$ cat src/rtl/mif_pkg.sv
// ----------------------------------------------------------------------------
// mif_pkg
// Shared types and constants of the motion integrator with fade.
// ----------------------------------------------------------------------------
package mif_pkg;

   localparam int IMG_W      = 640;
   localparam int IMG_H      = 480;
   localparam int PIX_DEPTH  = IMG_W * IMG_H;
   localparam int ADDR_W     = $clog2(PIX_DEPTH);

   localparam int PIX_W      = 8;
   localparam int COL_W      = 10;
   localparam int ROW_W      = 9;
   localparam int MODE_W     = 2;
   localparam int ACC_W      = 16;
   localparam int TAG_W      = 8;
   localparam int CSR_IDX_W  = 3;
   localparam int CSR_DATA_W = 10;
   localparam int RAD_W      = 8;
   localparam int PHASE_W    = 8;

   // signed width of the clipped exclusion bounds
   localparam int EXC_W = $clog2((IMG_W > IMG_H ? IMG_W : IMG_H) + 1024) + 2;

   localparam logic [TAG_W-1:0] TAG_MAX = '1;

   typedef enum logic [CSR_IDX_W-1:0] {
      CSR_FADE_PERIOD    = 3'd0,
      CSR_FADE_DISABLE   = 3'd1,
      CSR_EXCLUDE_X      = 3'd2,
      CSR_EXCLUDE_Y      = 3'd3,
      CSR_EXCLUDE_RADIUS = 3'd4,
      CSR_ERASE_X        = 3'd5,
      CSR_ERASE_Y        = 3'd6,
      CSR_ERASE_RADIUS   = 3'd7
   } csr_index_type;

   typedef enum logic {
      ST_SWEEP,
      ST_RUN
   } sweep_state_type;

   typedef struct packed {
      logic fade;
      logic erase_post;
      logic erase_pre;
      logic reset_frame;
   } frame_flags_type;

   // one store entry: previous pixel, running sum, epoch tag of the sum
   typedef struct packed {
      logic [PIX_W-1:0] prev;
      logic [ACC_W-1:0] acc;
      logic [TAG_W-1:0] tag;
   } word_type;

   localparam int WORD_W = $bits(word_type);

   typedef struct packed {
      frame_flags_type flags;
      logic            in_range;
      logic            tag_match;
      logic            in_erase;
      logic            in_excl;
   } upd_ctrl_type;

   typedef struct packed {
      logic [PIX_W-1:0] motion;
      logic             frame_start;
   } rsp_type;

endpackage

$ cat src/rtl/mif_update.sv
// ----------------------------------------------------------------------------
// mif_update
// Read-modify-write arithmetic for one pixel: erase, integrate, fade.
// ----------------------------------------------------------------------------
module mif_update import mif_pkg::*; (
   input  upd_ctrl_type       ctrl,
   input  logic [PIX_W-1:0]   pixel,
   input  logic [TAG_W-1:0]   tag,
   input  word_type           word_rd,
   output logic               we,
   output word_type           word_wr,
   output logic [PIX_W-1:0]   motion
);

   logic signed [ACC_W+1:0] sum;
   logic signed [ACC_W-1:0] acc_sat;
   logic signed [ACC_W-1:0] acc_fin;
   logic        [ACC_W-1:0] mag;

   always_comb begin
      sum = '0;
      if (ctrl.tag_match && !(ctrl.flags.erase_pre && ctrl.in_erase)) begin
         sum = (ACC_W+2)'(signed'(word_rd.acc));
      end
      sum = sum + signed'((ACC_W+2)'(pixel)) - signed'((ACC_W+2)'(word_rd.prev));
      if (sum > (ACC_W+2)'(32767)) begin
         acc_sat = 16'sh7fff;
      end else if (sum < -(ACC_W+2)'(32768)) begin
         acc_sat = 16'sh8000;
      end else begin
         acc_sat = sum[ACC_W-1:0];
      end
      acc_fin = acc_sat;
      if (ctrl.flags.fade && !ctrl.in_excl) begin
         if (acc_sat > 0) begin
            acc_fin = acc_sat - 16'sd1;
         end else if (acc_sat < 0) begin
            acc_fin = acc_sat + 16'sd1;
         end
      end
      if (ctrl.flags.erase_post && ctrl.in_erase) begin
         acc_fin = '0;
      end
      // -32768 negates to 16'h8000, which still reads as a large unsigned magnitude
      mag = acc_fin[ACC_W-1] ? ACC_W'(-acc_fin) : ACC_W'(acc_fin);

      we           = ctrl.in_range;
      word_wr.prev = pixel;
      word_wr.tag  = tag;
      if (ctrl.flags.reset_frame) begin
         word_wr.acc = '0;
         motion      = '0;
      end else begin
         word_wr.acc = acc_fin;
         motion      = (mag > ACC_W'(255)) ? 8'hff : mag[PIX_W-1:0];
      end
      if (!ctrl.in_range) begin
         motion = '0;
      end
   end

endmodule

$ cat config.mk
export PLATFORM = sky130hd
export DESIGN_NAME = mif_update
export DESIGN_NICKNAME = d
export VERILOG_FILES = /design/src/rtl/mif_pkg.sv /design/src/rtl/mif_update.sv
export SDC_FILE = /design/constraint.sdc
export NUM_CORES = 1
export LEC_CHECK = 0
export BUFFER_PORTS_ARGS = -buffer_cell sky130_fd_sc_hd__buf_2
export CELL_PAD_IN_SITES_DETAIL_PLACEMENT = 1
export CELL_PAD_IN_SITES_GLOBAL_PLACEMENT = 2
export CORE_ASPECT_RATIO = 0.9
export CORE_MARGIN = 2
export CORE_UTILIZATION = 30
export DETAILED_ROUTE_END_ITERATION = 12
export PLACE_DENSITY_LB_ADDON = 0.1
export SYNTH_ARGS = -nofsm -noshare
export SYNTH_HDL_FRONTEND = slang
export SYNTH_SLANG_ARGS = --single-unit
$ cat constraint.sdc
create_clock -name vclk -period 14.3
set_input_delay 3.575 -clock vclk [all_inputs]
set_output_delay 3.575 -clock vclk [all_outputs]
set_load 0.01 [all_outputs]
**After elaboration in Yosys (flattened, before gate mapping)**

Index checks and enable logic that the tools add are counted.

- Input port bits: 56
- Flip-flop bits (word level): 0

- Add/subtract/negate cells: 5
- Magnitude comparators: 5
- Multiplexer cells: 12
- Reduce and logical (&&, ||, !) cells: 6

Operators by type and width:

| cell | count |
|---|---|
| 2-to-1 mux 16 bit | 8 |
| 2-to-1 mux 8 bit | 3 |
| adder 18 x 9 -> 18 bit | 1 |
| > comparator 18 x 16 -> 1 bit (second input constant) | 1 |
| less-than comparator 18 x 16 -> 1 bit (second input constant) | 1 |
| 2-to-1 mux 18 bit | 1 |
| subtractor 18 x 9 -> 18 bit | 1 |
| adder 16 x 2 -> 16 bit (second input constant) | 1 |
| > comparator 16 x 1 -> 1 bit (second input constant) | 1 |
| > comparator 16 x 8 -> 1 bit (second input constant) | 1 |
| less-than comparator 16 x 1 -> 1 bit (second input constant) | 1 |
| negator 16 bit | 1 |
| subtractor 16 x 2 -> 16 bit (second input constant) | 1 |
| logical AND 1 bit | 4 |
| logical NOT 1 bit | 2 |

**Logic depth before layout (Yosys ltp)**

Gate-level depths: netlist (run 1).

- Word-level depth: 20
- Mapped depth: 31
- Gate-level depth less buffers: 29

**Worst setup path before layout (run 1)**

OpenSTA, ideal clock, no wires.

- Path kind: input to output
- Start: input port ctrl[2] in the netlist's numbering
- End: output port motion[0]
- Setup slack: 1.019 ns
- Required time: 10.725 ns
- Arrival time: 9.706 ns
- Cell stages on the path: 31
- Cell sequence: a21boi_1 clkbuf_1 nand2_1 ha_1 inv_1 ha_1 inv_1 fa_1 nand2b_1 a211oi_4 o21ai_2 o31a_1 buf_2 nor2_4 o21ai_0 and2_1 inv_1 ha_1 nand2_1 nor4_2 nand4_1 a21oi_2 nand2_1 nand2_1 nor2_1 o21ai_0 ha_1 or4b_4 mux2i_1 a2bb2oi_2 a31oi_1

- Cells in the longest elaborated chain, start to end: 18
- Elaborated cells between the ends (all ways): 22

RTL lines:

| item | RTL line | RTL |
|---|---|---|
| start: declaration | mif_update.sv:6 | `input upd_ctrl_type ctrl,` |
| logical AND 1 bit * | mif_update.sv:22 | `if (ctrl.tag_match && !(ctrl.flags.erase_pre && ctrl.in_erase)) begin` |
| 2-to-1 mux 18 bit * | mif_update.sv:22 |  |
| adder 18 x 9 -> 18 bit * | mif_update.sv:25 | `sum = sum + signed'((ACC_W+2)'(pixel)) - signed'((ACC_W+2)'(word_rd.prev));` |
| subtractor 18 x 9 -> 18 bit * | mif_update.sv:25 |  |
| less-than comparator 18 x 16 -> 1 bit | mif_update.sv:28 | `end else if (sum < -(ACC_W+2)'(32768)) begin` |
| 2-to-1 mux 16 bit | mif_update.sv:28 |  |
| 2-to-1 mux 16 bit * | mif_update.sv:26 | `if (sum > (ACC_W+2)'(32767)) begin` |
| adder 16 x 2 -> 16 bit or less-than comparator 16 x 1 -> 1 bit (tied branches) | mif_update.sv:38, mif_update.sv:37 |  |
| (+2 left out) | - |  |
| 2-to-1 mux 16 bit * | mif_update.sv:34 | `if (ctrl.flags.fade && !ctrl.in_excl) begin` |
| 2-to-1 mux 16 bit * | mif_update.sv:41 | `if (ctrl.flags.erase_post && ctrl.in_erase) begin` |
| negator 16 bit | mif_update.sv:45 | `mag = acc_fin[ACC_W-1] ? ACC_W'(-acc_fin) : ACC_W'(acc_fin);` |
| 2-to-1 mux 16 bit * | mif_update.sv:45 |  |
| > comparator 16 x 8 -> 1 bit | mif_update.sv:55 | `motion = (mag > ACC_W'(255)) ? 8'hff : mag[PIX_W-1:0];` |
| 2-to-1 mux 8 bit * | mif_update.sv:55 |  |
| 2-to-1 mux 8 bit * | mif_update.sv:50 | `if (ctrl.flags.reset_frame) begin` |
| 2-to-1 mux 8 bit * | mif_update.sv:57 | `if (!ctrl.in_range) begin` |
| end: declaration | mif_update.sv:12 | `output logic [PIX_W-1:0] motion` |

Every way passes the cells marked *; elsewhere a longest branch is shown, timed or not.

**Worst setup path in the final report (run 1)**

- Start: input port ctrl[2] in the netlist's numbering
- End: output port motion[1]

Same word-level chain as after synthesis.

==> results.md, run 1 <==
* Final Max Slew Viols at 0
* Average wire per standard cell at 17.1 um
* Die Y at 107 um
* Antenna cell count at 0
* Synth Cell Area at 3530 sq um
* Critical Path Sink Type: output port
* Die X at 118 um
* Worst Hold Class: input port to output port
* CP required at 10.72 ns
* Maxcap violations at 0
* Fin crit period at 13.57 ns
* Synth unique cells at 85
* Most frequent cell on the critical path: buf_4
* Period utilization at 0.949
* Power per cell area at 99.8 nW/um^2
* Hold Buf Count CTS at 0
* Setup CP Type: input port to output port
* Full die area at 12,700 sq um
* Worst slack at placement at 0.762 ns
* DRC errors left at 0
* Worst Path Arrival at 10.00 ns
* DRT antenna net count at 0
* Rel. slew slack at 0.466
* DR pass1 iterations at 5
* Vias in the first global route at 4,075
* Startpoint types: input port
* Crit-path max cell delay at 0.52 ns
* CORE AREA at 11,400 sq um
* Area Overhead vs Synth at 16.1%
* Synthesized area per cell at 6.82 sq um
* Synth Instances at 518
* Worst Tran Pin Value at 0.799 ns
* Worst-case vdd ir drop at 0.0000270 V
* LEAKAGE at 1.81 nW
* GPL Wtd Cong at 0.947
* Antenna violations before repair at 0
* Synth Warn # at 0
* Inst Count DP at 738
* Worst Hold Path Cells at 0
* CP Max Fanout at 16
* Largest net degree at the start of global routing at 19
* Post-Layout Cell Count at 738
* RSZ-0062 raised after global routing: false
* Final Hold Viols at 0
* Count of input and output buffers at 73
* Final HPWL DP at 10.6 mm
* Starting DRC count in detailed routing at 247
* Final net count at 668
* Clk_buf instances at 0
* First-pass GRT wire length at 21.2 mm
* WL final at 12.7 mm
* # IOs at 97
* Status: finished clean
* Post-CTS Resized at 0
* Share of cells above drive strength 1 at 0.261
* Fmax at 0.0737 GHz
* Gr usage total at 0.199
* Post-route setup TNS at 0 ns
* Fin worst setup slack at 0.726 ns
* Syn Nets at 602
* # setup viols final at 0
* Row count at 37
* Vias per inst at 5.68
* Sequential area share after synthesis at 0
* Final core utilization at 0.358
* Initial Util at 0.309
* CP max-delay cell: fa_1
* Setup bufs post-CTS at 0
* Total gr overflow at 0
* Sequential cells at 0
* Via count at 4,189
* WHS at 7.15 ns
* Register area at 0 sq um
-- cell families (layout without fill, tap and decap cells) --
family | after synthesis | in the layout | synth area share
xor+xnor | 23 | 23 | 0.0634
fa+ha+maj | 28 | 28 | 0.116
compound gates | 181 | 181 | 0.385
simple gates | 204 | 204 | 0.317
buf+inv | 79 | 143 | 0.109
mux | 3 | 3 | 0.00850
-- cells in the final DEF (no fill, tap or decap), drive strengths merged, types with 3 or more instances in the layout --
master / count
nor4: 9
and2: 14
nand4b: 4
and3: 7
nand2: 53
inv: 35
o21bai: 4
a21boi: 5
o31a: 3
o211a: 5
o2111a: 3
o211ai: 10
fa: 8
a21o: 10
buf: 108
nand3: 20
a211oi: 11
nand4: 9
ha: 20
mux2i: 3
a211o: 3
o21ai: 28
a31oi: 16
or2: 4
a21oi: 42
a31o: 3
nor2b: 11
or3: 3
xor2: 8
nand2b: 8
o22ai: 6
o21a: 5
o31ai: 6
nor2: 41
nor3: 9
xnor2: 15
a22oi: 3
-- metal layers --
layer	up-vias	part of all wire	GRT usage
li1	2033	-	-
met1	2047	0.52	0.307
met2	99	0.42	0.312
met3	10	0.055	0.0138
met4	0	0.0028	0.0129
met5	-	0	0
-- path summary, 6_finish.rpt --
path | start | to | slack [ns]
setup / recovery | ctrl[2] | motion[1] | 0.73
hold / removal | tag[0] | word_wr[0] | 7.15
-- where the power goes --
group          internal, mW  total, mW  leakage (nW)  switching [mW]
registers                 0          0             0               0
logic                 0.159      0.409          1.81           0.250
clock network             0          0             0               0
total                 0.159      0.409          1.81           0.250
-- area by class of cell --
class              instances  area, sq um
repair buffers           108          628
fillers                 1539         7340
well taps                156          195
multi-input cells        439         3140
inverters                 35          131
-- metrics by stage --
step                power, mW  cell area, sq um
floorplan               0.288              3530
global placement        0.399              4100
detailed placement      0.405              4100
CTS                     0.407              4100
global route            0.450              4100
finish                  0.409              4100
-- Yosys cell counts, types with 4 or more instances --
library cell	count	share of area
a31oi_1	16	0.028
a21boi_0	4	0.0085
buf_2	12	0.017
a21oi_1	38	0.054
o21a_1	5	0.011
and2_1	13	0.023
nor3_1	8	0.011
ha_1	20	0.071
o21ai_0	21	0.030
o21bai_1	4	0.0085
a211oi_1	6	0.013
inv_1	35	0.037
and3_1	7	0.012
buf_4	20	0.043
nand3_1	19	0.027
o31ai_1	5	0.011
xnor2_1	14	0.035
clkbuf_1	11	0.012
a21o_1	10	0.021
fa_1	8	0.045
nor4_1	6	0.011
o211ai_1	7	0.015
nor2b_1	11	0.019
o21ai_1	5	0.0071
xor2_1	6	0.015
nand4_1	9	0.016
nor2_1	37	0.039
o211a_1	5	0.014
nand2b_1	8	0.014
o22ai_1	5	0.0089
nand2_1	53	0.056
-- critical path, delay by kind of cell --
kind / cells / cell delay [ns]
adders and majority gates: 3 / 1.18
AOI/OAI and AO/OA: 11 / 2.28
and+or+nand+nor: 9 / 1.99
buffers and inverters: 7 / 0.97
(Power assumes the default switching activity.)
==> run 2, diff against run 1 <==
- MAX_ROUTING_LAYER: unset -> met4
==> run 2 against run 1 <==
  * Design area shrank 0.37%
  * Maximum frequency shrank 1.7%
  * Non-clock buffer count shrank 2
  * Utilization shrank 0.13 points
  * Die area is the same
  * First-iteration DRC count shrank 2.8%
  * Critical path depth is the same
  * Largest cell class unchanged
  * Critical endpoint is now motion[2]
  * Critical path type unchanged
  * Global-route usage grew 0.72 points
  * Combinational power is essentially flat
  * Routed wire length grew 1.5%
==> results.md, run 2 (synthesized netlist as in run 1, its figures left out) <==
* Status: finished clean (unchanged)
* RSZ-0062 raised after global routing: false (unchanged)
* Most frequent cells in the layout: buf_2 (73), nand2_1 (53), a21oi_1 (38) (unchanged)
* Worst-case vdd ir drop at 0.0000240 V (was 0.0000270 V)
* WL final at 12.8 mm (was 12.7 mm)
* Worst Path Arrival at 10.23 ns (was 10.00 ns)
* Total gr overflow at 0 (unchanged)
* Antenna violations before repair at 0 (unchanged)
* CP max-delay cell: fa_1 (unchanged)
* Vias per inst at 5.63 (was 5.68)
* # setup viols final at 0 (unchanged)
* # IOs at 97 (unchanged)
* Worst Hold Class: input port to output port (unchanged)
* LEAKAGE at 1.80 nW (was 1.81 nW)
* Met3 Track Usage GR at 0.00851 (was 0.0138)
* Gr usage total at 0.206 (was 0.199)
* Largest net degree at the start of global routing at 19 (unchanged)
* CP Max Fanout at 16 (unchanged)
* DRT antenna net count at 0 (unchanged)
* Worst path top cell family by delay: compound AO/OA/AOI/OAI gates (unchanged)
* Commonest non-fill, non-tap cell in the layout: buf_2 (unchanged)
* Clk_buf instances at 0 (unchanged)
* DR pass1 iterations at 5 (unchanged)
* First-pass GRT wire length at 21.1 mm (was 21.2 mm)
* Setup CP Type: input port to output port (unchanged)
* Period utilization at 0.965 (was 0.949)
* Post-route setup TNS at 0 ns (unchanged)
* Starting DRC count in detailed routing at 240 (was 247)
* WHS at 7.15 ns (unchanged)
* Cell Area, Placed at 4080 sq um (was 4100 sq um)
* Final HPWL DP at 10.8 mm (was 10.6 mm)
* Final net count at 666 (was 668)
* Worst Tran Pin Value at 0.785 ns (was 0.799 ns)
* Design Area, Final at 4080 sq um (was 4100 sq um)
* Die X at 118 um (unchanged)
* Vias in the first global route at 3,975 (was 4,075)
* Most frequent cell on the critical path: buf_4 (unchanged)
* Full die area at 12,700 sq um (unchanged)
* Average wire per standard cell at 17.5 um (was 17.1 um)
* Critical Path Sink Type: output port (unchanged)
* Count of input and output buffers at 73 (unchanged)
* GRT busiest layer: met1 (was met2)
* Die Y at 107 um (unchanged)
* Row count at 37 (unchanged)
* Fin worst setup slack at 0.495 ns (was 0.726 ns)
* Register area at 0 sq um (unchanged)
* Share of cells above drive strength 1 at 0.259 (was 0.261)
* Maxcap violations at 0 (unchanged)
* Hold Buf Count CTS at 0 (unchanged)
* Final Hold Viols at 0 (unchanged)
* Met2 Usage GRT at 0.312 (unchanged)
* Setup bufs post-CTS at 0 (unchanged)
* Met1 usage at 0.317 (was 0.307)
* Fmax at 0.0724 GHz (was 0.0737 GHz)
* CP required at 10.72 ns (about the same)
* Area Overhead vs Synth at 15.7% (was 16.1%)
* Crit path buf inv count at 7 (unchanged)
* Initial Util at 0.309 (unchanged)
* Post-CTS Resized at 0 (unchanged)
* Via count at 4,140 (was 4,189)
* CORE AREA at 11,400 sq um (unchanged)
* GPL Wtd Cong at 0.955 (was 0.947)
* Fin crit period at 13.81 ns (was 13.57 ns)
* Total power at 411 uW (was 409 uW)
* Crit-path max cell delay at 0.51 ns (was 0.52 ns)
* Power per cell area at 101 nW/um^2 (was 99.8 nW/um^2)
* Final Max Slew Viols at 0 (unchanged)
* Startpoint types: input port (unchanged)
* Antenna cell count at 0 (unchanged)
* DRC errors left at 0 (unchanged)
* Rel. slew slack at 0.475 (was 0.466)
* Layout filler cell count at 1,505 (was 1,539)
* Worst slack at placement at 0.570 ns (was 0.762 ns)
* Sequential cells at 0 (unchanged)
==> run 2: power by group <==
part | switching, mW | leakage (nW) | internal, mW | total, mW
Clock | 0 | 0 | 0 | 0
Sequential | 0 | 0 | 0 | 0
Combinational | 0.252 | 1.80 | 0.159 | 0.411
==> run 2: worst paths after layout <==
kind / from / end / slack (ns) / depth (start not counted)
setup / recovery: ctrl[2] / motion[2] / 0.49 / 30
hold / removal: tag[0] / word_wr[0] / 7.15 / 0
==> run 2: metal layers <==
layer  up-vias  wire, um  share of wire
li1       2022         -              -
met1      1997      6780           0.53
met2       113      5390           0.42
met3         8       654          0.051
met4         0        19         0.0015
met5         -         0              0
==> run 2: per-stage QoR <==
| step | util | cells |
|---|---|---|
| 2_1_floorplan | - | 518 |
| 3_3_place_gp | 0.357 | 736 |
| 3_5_place_dp | 0.357 | 736 |
| 4_1_cts | 0.357 | 736 |
| 5_1_grt | 0.357 | 736 |
| 6_report | 0.357 | 736 |
==> run 2: cell type report <==
| type | instances | area, sq um | area share |
|---|---|---|---|
| inverters | 35 | 131 | 0.0322 |
| multi-input cells | 439 | 3140 | 0.770 |
| well taps | 156 | 195 | 0.0478 |
| repair buffers | 106 | 613 | 0.150 |
==> run 3, diff against run 2 <==
- CELL_PAD_IN_SITES_DETAIL_PLACEMENT: 1 -> unset
- CELL_PAD_IN_SITES_GLOBAL_PLACEMENT: 2 -> unset
- CORE_UTILIZATION: 30 -> 50
- PLACE_DENSITY: unset -> 0.77
- PLACE_DENSITY_LB_ADDON: 0.1 -> unset
==> run 3 against run 2 <==
  * Maximum frequency hardly changed
  * Utilization increased by 21 points
  * Worst hold slack hardly changed
  * First-iteration DRC count increased by 65%
  * Clock-buffer cell count is the same
  * Sequential cell count is the same
  * Largest power group unchanged
  * Highest routed layer unchanged
==> results.md, run 3 (synthesized netlist as in run 1, its figures left out) <==
* CORE AREA at 6930 sq um (was 11,400 sq um)
* # IOs at 97 (unchanged)
* Vias per inst at 6.41 (was 5.63)
* Antenna violations before repair at 0 (unchanged)
* Fin crit period at 13.80 ns (was 13.81 ns)
* Register area at 0 sq um (unchanged)
* Critical Path Sink: motion[4] (was motion[2])
* Area Overhead vs Synth at 10.9% (was 15.7%)
* Most frequent cells in the layout: buf_2 (73), nand2_1 (53), a21oi_1 (38) (unchanged)
* Count of input and output buffers at 73 (unchanged)
* Clk_buf instances at 0 (unchanged)
* CP max-delay cell: fa_1 (unchanged)
* RSZ-0062 raised after global routing: false (unchanged)
* Starting DRC count in detailed routing at 397 (was 240)
* Period utilization at 0.965 (about the same)
* Gr usage total at 0.277 (was 0.206)
* Final net count at 654 (was 666)
* Fmax at 0.0724 GHz (about the same)
* Rel. slew slack at 0.441 (was 0.475)
* GPL Wtd Cong at 1.01 (was 0.955)
* Antenna cell count at 0 (unchanged)
* Setup bufs post-CTS at 0 (unchanged)
* Post-route setup TNS at 0 ns (unchanged)
* Layout filler cell count at 704 (was 1,505)
* Average wire per standard cell at 16.2 um (was 17.5 um)
* Worst slack at placement at 0.636 ns (was 0.570 ns)
* Sequential cells at 0 (unchanged)
* Post-CTS Resized at 0 (unchanged)
* Via count at 4,237 (was 4,140)
* Initial Util at 0.509 (was 0.309)
* CP Max Fanout at 16 (unchanged)
* Startpoint types: input port (unchanged)
* Final Hold Viols at 0 (unchanged)
* Worst-case vdd ir drop at 0.0000422 V (was 0.0000240 V)
* Share of cells above drive strength 1 at 0.243 (was 0.259)
* Multi-input logic area at 3140 sq um (unchanged)
* CP required at 10.72 ns (about the same)
* Worst Tran Pin Value at 0.837 ns (was 0.785 ns)
* Final Max Slew Viols at 0 (unchanged)
* Critical Path Sink Type: output port (unchanged)
* Total power at 389 uW (was 411 uW)
* First-pass GRT wire length at 17.8 mm (was 21.1 mm)
* Fin worst setup slack at 0.497 ns (was 0.495 ns)
* Vias in the first global route at 3,771 (was 3,975)
* WL final at 10.7 mm (was 12.8 mm)
* Die X at 92.6 um (was 118 um)
* DRT antenna net count at 0 (unchanged)
* Power per cell area at 99.4 nW/um^2 (was 101 nW/um^2)
* WHS at 7.15 ns (about the same)
* Worst Hold Class: input port to output port (unchanged)
* Crit path buf inv count at 6 (was 7)
* Row count at 29 (was 37)
* Setup CP Type: input port to output port (unchanged)
* Clk pwr share at 0 (about the same)
* Full die area at 7750 sq um (was 12,700 sq um)
* Sequential power share at 0 (about the same)
* Commonest non-fill, non-tap cell in the layout: buf_2 (unchanged)
* Maxcap violations at 0 (unchanged)
* DR pass1 iterations at 6 (was 5)
* Total gr overflow at 0 (unchanged)
* DRC errors left at 0 (unchanged)
* Status: finished clean (unchanged)
* Pint at 149 uW (was 159 uW)
* Worst Path Arrival at 10.23 ns (about the same)
* Crit-path max cell delay at 0.50 ns (was 0.51 ns)
* Combinational share of power at 1.000 (about the same)
* Net switching fraction of the power at 0.616 (was 0.614)
* Largest net degree at the start of global routing at 24 (was 19)
* # setup viols final at 0 (unchanged)
* Hold Buf Count CTS at 0 (unchanged)
* Worst path depth at 29 (was 30)
* Die Y at 83.7 um (was 107 um)
* Switching power at 240 uW (was 252 uW)
* Cell Area, Placed at 3920 sq um (was 4080 sq um)
* Worst Setup SP: ctrl[2] (unchanged)
* LEAKAGE at 1.74 nW (was 1.80 nW)
* Worst path top cell family by delay: compound AO/OA/AOI/OAI gates (unchanged)
* Final HPWL DP at 8.68 mm (was 10.8 mm)
* Design Area, Final at 3920 sq um (was 4080 sq um)
## run 3: how the worst min path moves through the flow
stage | startpoint | end | cells after the start
after detailed placement | tag[1] | word_wr[1] | 0
after CTS | tag[1] | word_wr[1] | 0
after global routing | tag[0] | word_wr[0] | 0
after floorplan | ctrl[4] | word_wr[20] | 1
after global placement | tag[1] | word_wr[1] | 0
final | tag[0] | word_wr[0] | 0
## run 3: layer usage
metal | global-route usage | wire length (um)
met5 | - | 0
met3 | 0.0117 | 860
met4 | 0.0434 | 118
met1 | 0.396 | 4800
met2 | 0.441 | 4930
## run 3: per-stage QoR
stage,utilization,std cells
6_report,0.565,661
5_1_grt,0.565,661
4_1_cts,0.565,661
3_5_place_dp,0.565,661
3_3_place_gp,0.565,661
2_1_floorplan,-,518
## run 3: final cells by class
cell class | count | area share
Multi-Input combinational cell | 439 | 0.803
Tap cell | 93 | 0.0297
Timing Repair Buffer | 94 | 0.134
Inverter | 35 | 0.0336
## run 3: power groups by stage
stage / clock network [mW] / logic [mW] / registers [mW]
2_1_floorplan: 0 / 0.288 / 0
3_3_place_gp: 0 / 0.370 / 0
3_5_place_dp: 0 / 0.379 / 0
4_1_cts: 0 / 0.381 / 0
5_1_grt: 0 / 0.424 / 0
6_report: 0 / 0.389 / 0
