### src/rtl/mif_pkg.sv
// ----------------------------------------------------------------------------
// mif_pkg
// Shared types and constants of the motion integrator with fade.
// ----------------------------------------------------------------------------
package mif_pkg;

   localparam int IMG_W      = 640;
   localparam int IMG_H      = 480;
   localparam int PIX_DEPTH  = IMG_W * IMG_H;
   localparam int ADDR_W     = $clog2(PIX_DEPTH);

   localparam int PIX_W      = 8;
   localparam int COL_W      = 10;
   localparam int ROW_W      = 9;
   localparam int MODE_W     = 2;
   localparam int ACC_W      = 16;
   localparam int TAG_W      = 8;
   localparam int CSR_IDX_W  = 3;
   localparam int CSR_DATA_W = 10;
   localparam int RAD_W      = 8;
   localparam int PHASE_W    = 8;

   // signed width of the clipped exclusion bounds
   localparam int EXC_W = $clog2((IMG_W > IMG_H ? IMG_W : IMG_H) + 1024) + 2;

   localparam logic [TAG_W-1:0] TAG_MAX = '1;

   typedef enum logic [CSR_IDX_W-1:0] {
      CSR_FADE_PERIOD    = 3'd0,
      CSR_FADE_DISABLE   = 3'd1,
      CSR_EXCLUDE_X      = 3'd2,
      CSR_EXCLUDE_Y      = 3'd3,
      CSR_EXCLUDE_RADIUS = 3'd4,
      CSR_ERASE_X        = 3'd5,
      CSR_ERASE_Y        = 3'd6,
      CSR_ERASE_RADIUS   = 3'd7
   } csr_index_type;

   typedef enum logic {
      ST_SWEEP,
      ST_RUN
   } sweep_state_type;

   typedef struct packed {
      logic fade;
      logic erase_post;
      logic erase_pre;
      logic reset_frame;
   } frame_flags_type;

   // one store entry: previous pixel, running sum, epoch tag of the sum
   typedef struct packed {
      logic [PIX_W-1:0] prev;
      logic [ACC_W-1:0] acc;
      logic [TAG_W-1:0] tag;
   } word_type;

   localparam int WORD_W = $bits(word_type);

   typedef struct packed {
      frame_flags_type flags;
      logic            in_range;
      logic            tag_match;
      logic            in_erase;
      logic            in_excl;
   } upd_ctrl_type;

   typedef struct packed {
      logic [PIX_W-1:0] motion;
      logic             frame_start;
   } rsp_type;

endpackage

### src/rtl/mif_if.sv


interface mif_rsp_if import mif_pkg::*; ();
   logic                valid;
   logic                ready;
   logic [PIX_W-1:0]    motion;
   logic                frame_start_out;

   modport source (output valid, motion, frame_start_out, input ready);
   modport sink   (input valid, motion, frame_start_out, output ready);
endinterface

### src/rtl/mif_out_fifo.sv
// ----------------------------------------------------------------------------
// mif_out_fifo
// Two-entry result buffer that decouples the pipeline from the receiver.
// ----------------------------------------------------------------------------
module mif_out_fifo import mif_pkg::*; (
   input  logic       clock,
   input  logic       reset,
   input  logic       push,
   input  rsp_type    push_data,
   output logic [1:0] count,
   output logic       pop,
   mif_rsp_if.source  rsp_ch
);

   rsp_type    entry_ff [2];
   logic       wr_ptr_ff;
   logic       rd_ptr_ff;
   logic [1:0] count_ff;

   assign pop                    = rsp_ch.valid && rsp_ch.ready;
   assign rsp_ch.valid           = (count_ff != 2'd0);
   assign rsp_ch.motion          = entry_ff[rd_ptr_ff].motion;
   assign rsp_ch.frame_start_out = entry_ff[rd_ptr_ff].frame_start;
   assign count                  = count_ff;

   always_ff @(posedge clock) begin
      if (reset) begin
         wr_ptr_ff <= 1'b0;
         rd_ptr_ff <= 1'b0;
         count_ff  <= 2'd0;
      end else begin
         if (push) begin
            wr_ptr_ff <= ~wr_ptr_ff;
         end
         if (pop) begin
            rd_ptr_ff <= ~rd_ptr_ff;
         end
         count_ff <= count_ff + 2'(push) - 2'(pop);
      end
      if (push) begin
         entry_ff[wr_ptr_ff] <= push_data;
      end
   end

endmodule

### src/flat_wrapper.sv
// flat-port wrapper written by rule: the top's interface ports become plain ports
module mif_out_fifo_flat import mif_pkg::*;
  (clock, reset, push, push_data, count, pop, rsp_ch_valid, rsp_ch_motion, rsp_ch_frame_start_out, rsp_ch_ready);
  mif_rsp_if rsp_ch_i ();
  input  logic clock;
  input  logic reset;
  input  logic push;
  input  rsp_type push_data;
  output logic [1:0] count;
  output logic pop;
  output wire logic [$bits(rsp_ch_i.valid)-1:0] rsp_ch_valid;
  output wire logic [$bits(rsp_ch_i.motion)-1:0] rsp_ch_motion;
  output wire logic [$bits(rsp_ch_i.frame_start_out)-1:0] rsp_ch_frame_start_out;
  input wire logic [$bits(rsp_ch_i.ready)-1:0] rsp_ch_ready;
  assign rsp_ch_valid = rsp_ch_i.valid;
  assign rsp_ch_motion = rsp_ch_i.motion;
  assign rsp_ch_frame_start_out = rsp_ch_i.frame_start_out;
  assign rsp_ch_i.ready = rsp_ch_ready;
  mif_out_fifo u_core (.clock(clock), .reset(reset), .push(push), .push_data(push_data), .count(count), .pop(pop), .rsp_ch(rsp_ch_i));
endmodule
### config.mk
export PLATFORM = sky130hd
export DESIGN_NAME = mif_out_fifo_flat
export DESIGN_NICKNAME = d
export VERILOG_FILES = /design/src/rtl/mif_pkg.sv /design/src/rtl/mif_if.sv /design/src/rtl/mif_out_fifo.sv /design/src/flat_wrapper.sv
export SDC_FILE = /design/constraint.sdc
export NUM_CORES = 1
export LEC_CHECK = 0
export ABC_AREA = 1
export BUFFER_PORTS_ARGS = -buffer_cell sky130_fd_sc_hd__buf_4
export CORE_AREA = 2 2 49 51
export DETAILED_ROUTE_END_ITERATION = 10
export DIE_AREA = 0 0 51 53
export PLACE_DENSITY = 0.7
export SLEW_MARGIN = 20
export SYNTH_ARGS = -nofsm -noshare
export SYNTH_HDL_FRONTEND = slang
export SYNTH_SLANG_ARGS = --single-unit
### constraint.sdc
create_clock -name clock -period 1.3 [get_ports clock]
set_clock_uncertainty 0.05 [all_clocks]
set_input_delay 0.13 -clock clock [delete_from_list [all_inputs] [get_ports clock]]
set_output_delay 0.13 -clock clock [all_outputs]
set_load 0.02 [all_outputs]
* After elaboration in Yosys (flattened, before gate mapping)
Memories as Yosys holds them, arrays and structs flattened. A register that Yosys moved wholly into a read port is not among the register bits.
Cells that the tools add are included.
** Storage, ports and cells
- Bits in registers :: 4
- Bits in latches :: 0
- Bits in writable memories :: 18
- Bits in read-only memories :: 0
- Word-level logic and storage cells :: 14
- Memories kept :: 1
** Cells by class
- Add/subtract/negate cells :: 2
- Multipliers :: 0
- Divide/modulo/power cells :: 0
- $lt $le $gt $ge :: 0
- Eq/ne operators :: 0
- Shift operators :: 0
- Mux-type cells :: 4
- Bitwise logic cells :: 2
- Reduce and logical (&&, ||, !) cells :: 2
** Memory list
- u_core.entry_ff :: depth 2, bits a word 9, rd ports 1, clocked after Yosys merged registers in 1, wr ports 1, RTL line mif_out_fifo.sv:15 : rsp_type entry_ff [2];
** Operators with widths (count)
- $mux 1 :: 4
- $add 2x1->2 :: 1
- $not 1->1 :: 2
- $reduce_bool 2->1 :: 1
- $sub 2x1->2 :: 1
- $logic_and 1x1->1 :: 1

* Logic depth before layout (Yosys ltp)
Gate-level depths: netlist of run 1.
- Word-level depth :: 4
- Mapped depth :: 10
- Mapped depth without buffers :: 10

* Worst setup path after synthesis of run 1
No wires, ideal clock.
- Path type :: reg-to-reg
- From :: register u_core.count_ff[1], in the netlist u_core.count[1]
- To :: register u_core.count_ff[1], in the netlist u_core.count[1]
- Arrival time :: 1.631 ns
- Required time :: 1.135 ns
- Path slack :: -0.496 ns
- Stages on the path, launching flop included :: 9
- Buffers on the path :: 0
- Period minus slack after synthesis :: 1.796 ns
- Cell sequence :: dfxtp_1 nor2_1 nor2_1 ha_1 inv_1 ha_1 nand2_1 a21oi_1 nor2_1
** Between the ends
- Cells in the longest elaborated chain, start to end :: 3
- Elaborated cells between the ends (all ways) :: 4
** Ends and longest elaborated chain
- start: declaration :: RTL line mif_out_fifo.sv:18 : logic [1:0] count_ff;
- start signal: assignment :: RTL line mif_out_fifo.sv:38 : count_ff <= count_ff + 2'(push) - 2'(pop);
- $reduce_bool 2->1 :: RTL line mif_out_fifo.sv:21 : assign rsp_ch.valid = (count_ff != 2'd0);
- $logic_and 1x1->1 :: RTL line mif_out_fifo.sv:20 : assign pop = rsp_ch.valid && rsp_ch.ready;
- named net pop :: RTL line flat_wrapper.sv:10 : output logic pop;
- $sub 2x1->2 :: RTL line mif_out_fifo.sv:38
The timed path passes the listed nets, and every way through them passes these cells.
A chain may end at the register's enable or synchronous reset.

* Final worst setup path of run 1
- From :: register u_core.count_ff[0], in the netlist u_core.count[0]
- To :: register u_core.count_ff[1], in the netlist u_core.count[1]
** Between the ends
- Cells in the longest elaborated chain, start to end :: 3
- Elaborated cells between the ends (all ways) :: 4
** Ends and longest elaborated chain (RTL line)
- parallel branches: the longest is 2 deep, another holds $add 2x1->2
- $sub 2x1->2 (*) :: mif_out_fifo.sv:38
Every way passes the cells marked *.

==> reports/results.tsv, run 1 <==
metric	value	unit
first-pass GRT wire length	2350	µm
actual slew at the worst max-slew pin	0.386	ns
vias per cell	4.56	
HP Class	in2reg	
height of the die	53	µm
number of global-route vias before repair	598	
endpoint type of the worst setup path	flip-flop	
worst hold-check slack	0.0783	ns
RSZ-0062 raised after global routing	true	
buffering stage count on the worst path with inverters included	2	
TritonCTS clock tree	yes	
total number of yosys warnings	0	
die extent in x	51	µm
cell breakdown of the critical path	nor2_4, nor2_4, ha_4, inv_2, ha_4, inv_2, nand2_2, a21oi_2, nor2_1	
Hold Fails Final Rpt	0	
headroom to the max-slew limit	74.3	%
DR WL/cell	12.4	µm
fraction of layout cells with a size suffix above 1	54.3	%
P per Cell Area	1710	nW/µm²
Die ar.	2700	µm²
placement-stage worst setup slack	-0.170	ns
initial DRC count	5	
share of synthesized cell area in and, or, nand and nor gates	7.73	%
total routing resource utilization after global routing	12.6	%
Crit path required time	1.46	ns
clock buffer count from CTS	3	
number of sinks driven by the clock tree	23	
Clk Tree Root Cell	sky130_fd_sc_hd__clkbuf_4	
Post-route DRC	0	
status	complete, but fails checks	
clock-pin transition on the worst setup and hold timing paths	0.11	ns
Post-DRT Antenna Nets	0	
Setup-failing EPs final	10	
CP max FO	3	
post-detailed-placement cell area	1200	µm²
Routability Congestion	0.621	
Max IR drop VDD	0.00158	V
startpoint kind of the worst setup timing path	flip-flop	
final critical-path share of the clock period	111	%
area share of fa/ha/maj cells after synthesis	2.71	%
CTS H-Tree Depth	1	
overflow left after global routing	0	
Lkg Pwr	0.595	nW
number of standard cells after synthesis	63	
number of non-filler instances in the completed layout	133	
placement row count	17	
family with the most delay on the worst path	adder cells	
fin crit period	1.45	ns
Filler Cell Count	165	
largest net degree at the start of global routing	13	
Vias	607	
effective utilization at floorplan	42.9	%
Crit path largest cell delay	0.38	ns
core outline area	2150	µm²
Post-Layout Inst Area	1420	µm²
post-route worst setup slack	-0.147	ns
post-synthesis net count	78	
Yosys reg bits	23	
Port-buffer cells	25	
Diodes inserted	0	
Critical-path top delay cell	sky130_fd_sc_hd__dfxtp_4	
clock insertion delay at the later pin of the skew report	0.30	ns
start-to-end type of the worst setup path	reg2reg	
mapped cell area	922	µm²
max-slew violation count	0	
Layout Nets	121	
multiplexer share of the synthesized area	14.7	%
post-synthesis sequential area ratio	69.5	%
Max Fclk	691	MHz
Worst EP arrival	1.61	ns
# IOs	26	
Max Buffers Root-to-Sink	2	
compound-gate portion of the synthesized area	0.543	%
post-synthesis average cell area	14.6	µm²
total routed wirelength	1650	µm
Cell variety after synth	11	
Area growth syn-to-layout	53.5	%
number of detailed-routing iterations run before antenna repair	3	
main combinational cell family by area after synthesis	multiplexers	
number of max-cap violations	0	
Post-Synth XOR/XNOR Area	0	%
antenna violations before repair	0	
dpl hpwl	1010	µm
failing checks	setup timing	
number of cells in the design after placement	119	
-- tightest hold or removal path, cell delays in order --
cell	delay, ns
sky130_fd_sc_hd__buf_4	0.13
sky130_fd_sc_hd__nor2_1	0.08
sky130_fd_sc_hd__nor3_1	0.05
-- flip-flops by register name (all words and copies together), names as in the netlist, named ones only --
name / count
u_core.count: 2
u_core.wr_ptr_ff: 1
u_core.rd_ptr_ff: 1
u_core.entry_ff: 18
-- per-layer routing --
metal  routed length (µm)  global-route usage (%)
met1                  624                    12.7
met2                  893                    23.6
met3                   78                    2.54
met4                   55                    8.11
met5                    0                       0
-- cells by family (layout without fill, tap and decap cells) --
family,after synthesis,count (layout)
compound gates,1,1
mux,9,9
fa+ha+maj,2,2
simple gates,18,18
flops,23,23
buf+inv,10,52
-- where the power goes --
part	switching, mW	leakage, nW	internal, mW
Clock	0.195	0.0150	0.120
Combinational	0.558	0.368	0.601
Sequential	0.0555	0.212	0.896
Total	0.809	0.595	1.62
-- path summary, 6_finish.rpt --
path,start,depth (start not counted),slack (ns),to
worst min-delay path,push,3,0.08,u_core.wr_ptr_ff
worst min register to register,u_core.wr_ptr_ff,2,0.48,u_core.wr_ptr_ff
worst max register to register,u_core.count[0],9,-0.15,u_core.count[1]
worst max-delay path,u_core.count[0],9,-0.15,u_core.count[1]
-- cell type report --
class	count	area, µm²	area share, %
multi-input combinational	30	293	20.7
clock buffer	4	26.3	1.86
tap	28	35.0	2.48
sequential	23	649	45.9
timing repair buffer	39	375	26.5
inverter	9	36.3	2.56
-- synthesized netlist by cell type --
cell	number	area share, %
sky130_fd_sc_hd__a21oi_1	1	0.54
sky130_fd_sc_hd__buf_6	1	1.2
sky130_fd_sc_hd__dfxtp_1	5	11
sky130_fd_sc_hd__edfxtp_1	18	59
sky130_fd_sc_hd__ha_1	2	2.7
sky130_fd_sc_hd__inv_1	9	3.7
sky130_fd_sc_hd__mux2_4	9	15
sky130_fd_sc_hd__nand2_1	6	2.4
sky130_fd_sc_hd__nand3_1	2	1.1
sky130_fd_sc_hd__nor2_1	9	3.7
sky130_fd_sc_hd__nor3_1	1	0.54
-- timing repair --
item / CTS / global route
endpoints found under the setup margin: 12 / 13
hold buffers: 10 / 0
gates resized for setup: 17 / 9
hold endpoints to repair: 20 / 0
pin swaps: 7 / 3
setup buffers: 0 / 0
-- stage by stage --
step	TNS [ns]	utilization (%)	total power [mW]
2_1_floorplan	-0.212	-	1.51
3_3_place_gp	-0.117	55.8	1.82
3_5_place_dp	-0.182	55.8	1.84
4_1_cts	-1.19	64.8	2.31
5_1_grt	-1.66	65.9	2.54
6_report	-1.13	65.9	2.43
-- placed cells by master (no fill, tap or decap), types with 2 or more instances in the layout --
master and n:
sky130_fd_sc_hd__edfxtp_1 18, sky130_fd_sc_hd__buf_4 16, sky130_fd_sc_hd__buf_6 12, sky130_fd_sc_hd__dlygate4sd3_1 10
sky130_fd_sc_hd__mux2_4 9, sky130_fd_sc_hd__nor2_1 7, sky130_fd_sc_hd__inv_1 5, sky130_fd_sc_hd__nand2_1 3
sky130_fd_sc_hd__inv_2 3, sky130_fd_sc_hd__nand2_2 3, sky130_fd_sc_hd__clkbuf_4 3, sky130_fd_sc_hd__nor2_4 2
sky130_fd_sc_hd__ha_4 2, sky130_fd_sc_hd__dfxtp_4 2, sky130_fd_sc_hd__dfxtp_1 2
Power figures use the tool's default switching activity.
==> run 2: changes to the inputs <==
- CORE_AREA: 2 2 49 51 -> 2 2 47 49
- DIE_AREA: 0 0 51 53 -> 0 0 49 51
- PLACE_DENSITY: 0.7 -> 0.73
- SKIP_LAST_GASP: default -> 1
- clock period: 1.3 -> 1.4 ns (I/O delays scaled with it)
==> run 2 against run 1 <==
Net effect: the run still ends with setup timing left; first-iteration DRC count unchanged; total power decreased by 11%; die area decreased by 7.5%; critical path depth decreased by 6; sequential share of layout area increased by 0.53 points; register-to-register slack improved by 0.13 ns; highest routed layer unchanged.
==> reports/results.tsv, run 2 (synthesized netlist as in run 1, its figures left out) <==
metric	value	unit
status	complete, but fails checks	
failing checks	setup timing	
beginning of the worst hold path	rsp_ch_ready	
number of cells on the worst hold path	4	
buffering stage count on the worst path with inverters included	2	
number of sinks driven by the clock tree	23	
power share of the combinational group	45.5	%
largest register by flop count	u_core.entry_ff	
Int Power	1.45	mW
launching point of the worst reg2reg path	u_core.count[0]	
family with the most delay on the worst path	flip-flops	
Post-route DRC	0	
RSZ-0062 raised after global routing	true	
Largest register FFs	18	
Port-buffer cells	25	
Layout Nets	122	
worst-case register-to-register setup slack	-0.02	ns
placement row count	17	
P per Cell Area	1540	nW/µm²
Routability Congestion	0.711	
vias per cell	4.54	
Vias	608	
Post-DRT Antenna Nets	0	
largest net degree at the start of global routing	14	
endpoint type of the worst setup path	primary output	
net switching component of the power	0.705	mW
Lkg Pwr	0.599	nW
start-to-end type of the worst setup path	reg2out	
cell breakdown of the critical path	buf_6, mux2_4, buf_6	
post-route worst setup slack	-0.0296	ns
number of detailed-routing iterations run before antenna repair	4	
Max IR drop VDD	0.00118	V
Max Buffers Root-to-Sink	2	
Die ar.	2500	µm²
fraction of layout cells with a size suffix above 1	50.9	%
sequential share of power	41.1	%
Worst EP arrival	1.24	ns
number of max-cap violations	0	
Setup-failing EPs final	10	
# IOs	26	
clock-pin transition on the worst setup and hold timing paths	0.12	ns
FF-to-FF path depth	10	
Crit path largest cell delay	0.36	ns
Crit path top cell by count	sky130_fd_sc_hd__buf_6	
Crit path required time	1.21	ns
height of the die	51	µm
core outline area	2060	µm²
total routing resource utilization after global routing	14.0	%
die extent in x	49	µm
clock insertion delay at the later pin of the skew report	0.30	ns
placement-stage worst setup slack	-0.0693	ns
final critical-path share of the clock period	102	%
startpoint kind of the worst setup timing path	flip-flop	
dpl hpwl	1010	µm
fin crit period	1.43	ns
Diodes inserted	0	
antenna violations before repair	0	
most frequent cells in the layout	18 x sky130_fd_sc_hd__buf_4, 18 x sky130_fd_sc_hd__edfxtp_1, 12 x sky130_fd_sc_hd__buf_6, 10 x sky130_fd_sc_hd__dlygate4sd3_1, 9 x sky130_fd_sc_hd__mux2_4	
initial DRC count	5	
TritonCTS clock tree	yes	
Filler Cell Count	167	
endpoint of the lowest-slack register-to-register path	u_core.count[1]	
net switching fraction of the power	32.7	%
Critical-path top delay cell	sky130_fd_sc_hd__dfxtp_2	
number of global-route vias before repair	629	
effective utilization at floorplan	44.7	%
total routed wirelength	1640	µm
headroom to the max-slew limit	73.3	%
overflow left after global routing	0	
Max Fclk	700	MHz
actual slew at the worst max-slew pin	0.399	ns
portion of total power attributed to the clock network	13.4	%
CTS H-Tree Depth	1	
Area growth syn-to-layout	51.7	%
Hold Fails Final Rpt	0	
first-pass GRT wire length	2550	µm
max-slew violation count	0	
CP max FO	5	
HP Class	in2reg	
Clk Tree Root Cell	sky130_fd_sc_hd__clkbuf_4	
clock buffer count from CTS	3	
DR WL/cell	12.2	µm
worst hold-check slack	0.0758	ns
-- run 2: changes by cell type in the layout (fill, tap and decap cells not counted), moves of 2 or more --
cell	change
sky130_fd_sc_hd__buf_4	+2
sky130_fd_sc_hd__nand2_2	-2
sky130_fd_sc_hd__inv_1	+2
sky130_fd_sc_hd__nand2_1	+2
-- run 2: final cells by class --
| type | instances | area (µm²) | share of cell area [%] |
|---|---|---|---|
| clock buffer | 3 | 22.5 | 1.61 |
| clock inverter | 1 | 5.00 | 0.358 |
| inverter | 9 | 33.8 | 2.42 |
| multi-input combinational | 30 | 283 | 20.2 |
| sequential | 23 | 649 | 46.4 |
| tap | 28 | 35.0 | 2.50 |
| timing repair buffer | 40 | 370 | 26.5 |
-- run 2: how the worst max path moves through the flow --
stage	from	to	slack (ns)	cells past startpoint
after floorplan	u_core.count[0]	u_core.count[1]	-0.06	9
after global placement	u_core.count[0]	u_core.count[1]	-0.01	9
after detailed placement	u_core.count[0]	u_core.count[1]	-0.07	9
after CTS	u_core.count[1]	u_core.count[1]	-0.05	10
after global routing	u_core.count[0]	u_core.count[1]	-0.09	10
final	flip-flop	rsp_ch_frame_start_out	-0.03	3
-- run 2: power groups by stage --
stage               clock [mW]  combinational, mW  sequential, mW
floorplan                    0              0.474           0.926
CTS                      0.299              0.901           0.889
finish                   0.289              0.983           0.888
global route             0.322               1.06           0.896
detailed placement           0              0.787           0.893
global placement             0              0.773           0.887
-- run 2: worst register-to-register path, stage by stage, from the launching register on --
cell and delay [ns]:
sky130_fd_sc_hd__dfxtp_4 0.38, sky130_fd_sc_hd__nor2_4 0.12, sky130_fd_sc_hd__nor2_4 0.06, sky130_fd_sc_hd__ha_4 0.26, sky130_fd_sc_hd__inv_2 0.04, sky130_fd_sc_hd__ha_4 0.15
sky130_fd_sc_hd__inv_2 0.04, sky130_fd_sc_hd__nand2_1 0.06, sky130_fd_sc_hd__nand3_1 0.07, sky130_fd_sc_hd__nand2_1 0.05, sky130_fd_sc_hd__nor2_1 0.09
-- run 2: repair_timing --
action | 4_1_cts | 5_1_grt
endpoints found under the hold margin | 20 | 0
endpoints found under the setup margin | 10 | 12
pin swaps | 7 | 4
gates cloned | 1 | 0
gates resized for setup | 15 | 6
buffers inserted | 1 | 0
hold buffers | 10 | 0
-- run 2: metrics by stage --
stage               setup TNS, ns  std cells  cell area (µm²)  power [mW]  utilization, %
floorplan                 -0.0603         63              945        1.40               -
global placement          -0.0141        119             1190        1.66            57.5
detailed placement        -0.0693        119             1190        1.68            57.5
CTS                        -0.418        135             1380        2.09            66.7
global route               -0.784        134             1400        2.28            67.8
finish                     -0.204        134             1400        2.16            67.8
-- run 2: metal layers --
metal  track usage, %  vias up  wire, µm
li1                 -      301         -
met1             14.4      280       640
met2             26.3       23       891
met3             2.92        4        78
met4             8.57        0        30
met5                0        -         0
==> run 3: changes to the inputs <==
- SETUP_SLACK_MARGIN: default -> 0.15
==> run 3 against run 2 <==
Net effect: the flow still finishes with violations (setup timing); critical path depth is the same; non-clock buffer count grew 6; global-route usage grew 0.78 points; core utilization grew 4.2 points; clock power grew 4%; design area grew 6.3%; sequential cell count is the same; critical endpoint is now rsp_ch_motion[4]; largest cell class unchanged; highest routed layer unchanged.
==> reports/results.tsv, run 3 (synthesized netlist as in run 1, its figures left out) <==
metric	value	unit
status	complete, but fails checks	
failing checks	setup timing	
P per Cell Area	1630	nW/µm²
placement row count	17	
sum of negative setup slack	-0.335	ns
most frequent cells in the layout	19 x sky130_fd_sc_hd__buf_4, 18 x sky130_fd_sc_hd__edfxtp_1, 17 x sky130_fd_sc_hd__buf_6, 10 x sky130_fd_sc_hd__dlygate4sd3_1, 9 x sky130_fd_sc_hd__mux2_4	
clock buffer count from CTS	3	
start-to-end type of the worst setup path	reg2out	
final critical-path share of the clock period	104	%
post-route worst setup slack	-0.0502	ns
RSZ-0062 raised after global routing	true	
Die ar.	2500	µm²
number of cells in the design after placement	119	
Int Power	1.61	mW
max-slew violation count	0	
post-detailed-placement cell area	1190	µm²
core outline area	2060	µm²
Routability Congestion	0.745	
HP Class	in2reg	
Vias	640	
# IOs	26	
die extent in x	49	µm
antenna violations before repair	0	
Setup-failing EPs final	10	
Diodes inserted	0	
fin crit period	1.45	ns
Largest register FFs	18	
height of the die	51	µm
actual slew at the worst max-slew pin	0.388	ns
dpl hpwl	991	µm
Lkg Pwr	0.644	nW
Post-Layout Inst Area	1490	µm²
most common cell after layout, fill and taps aside	sky130_fd_sc_hd__buf_4	
power share of the combinational group	50.8	%
Hold Fails Final Rpt	0	
Worst EP arrival	1.26	ns
fraction of layout cells with a size suffix above 1	57.1	%
number of global-route vias before repair	609	
Max Fclk	690	MHz
net switching fraction of the power	33.3	%
sequential share of power	36.8	%
Clk Tree Root Cell	sky130_fd_sc_hd__clkbuf_4	
number of max-cap violations	0	
CP max FO	5	
CTS H-Tree Depth	1	
number of detailed-routing iterations run before antenna repair	4	
DR WL/cell	13.2	µm
clock-pin transition on the worst setup and hold timing paths	0.11	ns
Crit path required time	1.21	ns
total routed wirelength	1840	µm
Max Buffers Root-to-Sink	2	
vias per cell	4.57	
headroom to the max-slew limit	74.1	%
largest register by flop count	u_core.entry_ff	
endpoint type of the worst setup path	primary output	
portion of total power attributed to the clock network	12.4	%
Layout Nets	128	
total routing resource utilization after global routing	14.8	%
effective utilization at floorplan	44.7	%
Filler Cell Count	148	
initial DRC count	8	
number of non-filler instances in the completed layout	140	
Port-buffer cells	25	
startpoint kind of the worst setup timing path	flip-flop	
first-pass GRT wire length	2610	µm
Area growth syn-to-layout	61.2	%
core occupancy in the finished layout	72.0	%
Post-DRT Antenna Nets	0	
number of sinks driven by the clock tree	23	
net switching component of the power	0.805	mW
Post-route DRC	0	
clock insertion delay at the later pin of the skew report	0.31	ns
TritonCTS clock tree	yes	
overflow left after global routing	0	
largest net degree at the start of global routing	13	
Max IR drop VDD	0.00151	V
placement-stage worst setup slack	-0.0923	ns
-- run 3: changes by cell type in the layout (fill, tap and decap cells not counted), sizes merged --
cell / change
clkinv: -1
clkbuf: +1
buf: +6
-- run 3: metal layers --
layer,vias to the layer above,track usage (%),wire (µm)
li1,312,-,-
met2,27,26.5,971
met3,6,3.51,74
met5,-,0,0
met4,0,10.0,47
met1,295,15.6,750
-- run 3: area by class of cell --
cell class              count  area (µm²)  share of cell area [%]
flip-flops and latches     23         649                    43.7
inverters                   9        36.3                    2.44
repair buffers             46         434                    29.2
well taps                  28        35.0                    2.36
multi-input cells          30         305                    20.5
clock buffers               4        26.3                    1.77
-- run 3: final timing paths --
path	endpoint	startpoint	depth (start not counted)	slack [ns]
max reg2reg	u_core.count[1]	u_core.count[0]	10	-0.01
max	rsp_ch_motion[4]	flip-flop	3	-0.05
min reg2reg	u_core.wr_ptr_ff	u_core.wr_ptr_ff	2	0.47
min	u_core.wr_ptr_ff	push	3	0.07
-- run 3: critical path, stage by stage (launching register included) --
cell and delay, ns:
sky130_fd_sc_hd__dfxtp_2 0.37, sky130_fd_sc_hd__buf_6 0.14, sky130_fd_sc_hd__mux2_4 0.31, sky130_fd_sc_hd__buf_6 0.13
-- run 3: timing repair --
action / in CTS / in global routing
buffers inserted: 2 / 4
hold endpoints to repair: 20 / 0
resized for setup: 28 / 6
hold buffers: 10 / 0
endpoints found under the setup margin: 13 / 13
pin swaps: 7 / 3
cloned: 1 / 0
-- run 3: power groups by stage --
| stage | clock network (mW) | registers [mW] | logic [mW] |
|---|---|---|---|
| 2_1_floorplan | 0 | 0.926 | 0.474 |
| 3_3_place_gp | 0 | 0.887 | 0.769 |
| 3_5_place_dp | 0 | 0.892 | 0.795 |
| 4_1_cts | 0.298 | 0.888 | 1.07 |
| 5_1_grt | 0.326 | 0.896 | 1.30 |
| 6_report | 0.300 | 0.889 | 1.23 |
-- run 3: metrics by stage --
| step | total power [mW] | hold slack (ns) |
|---|---|---|
| finish | 2.42 | 0.0734 |
| global route | 2.53 | 0.0999 |
| CTS | 2.25 | 0.0809 |
| detailed placement | 1.69 | 0.265 |
| global placement | 1.66 | 0.261 |
| floorplan | 1.40 | 0.152 |
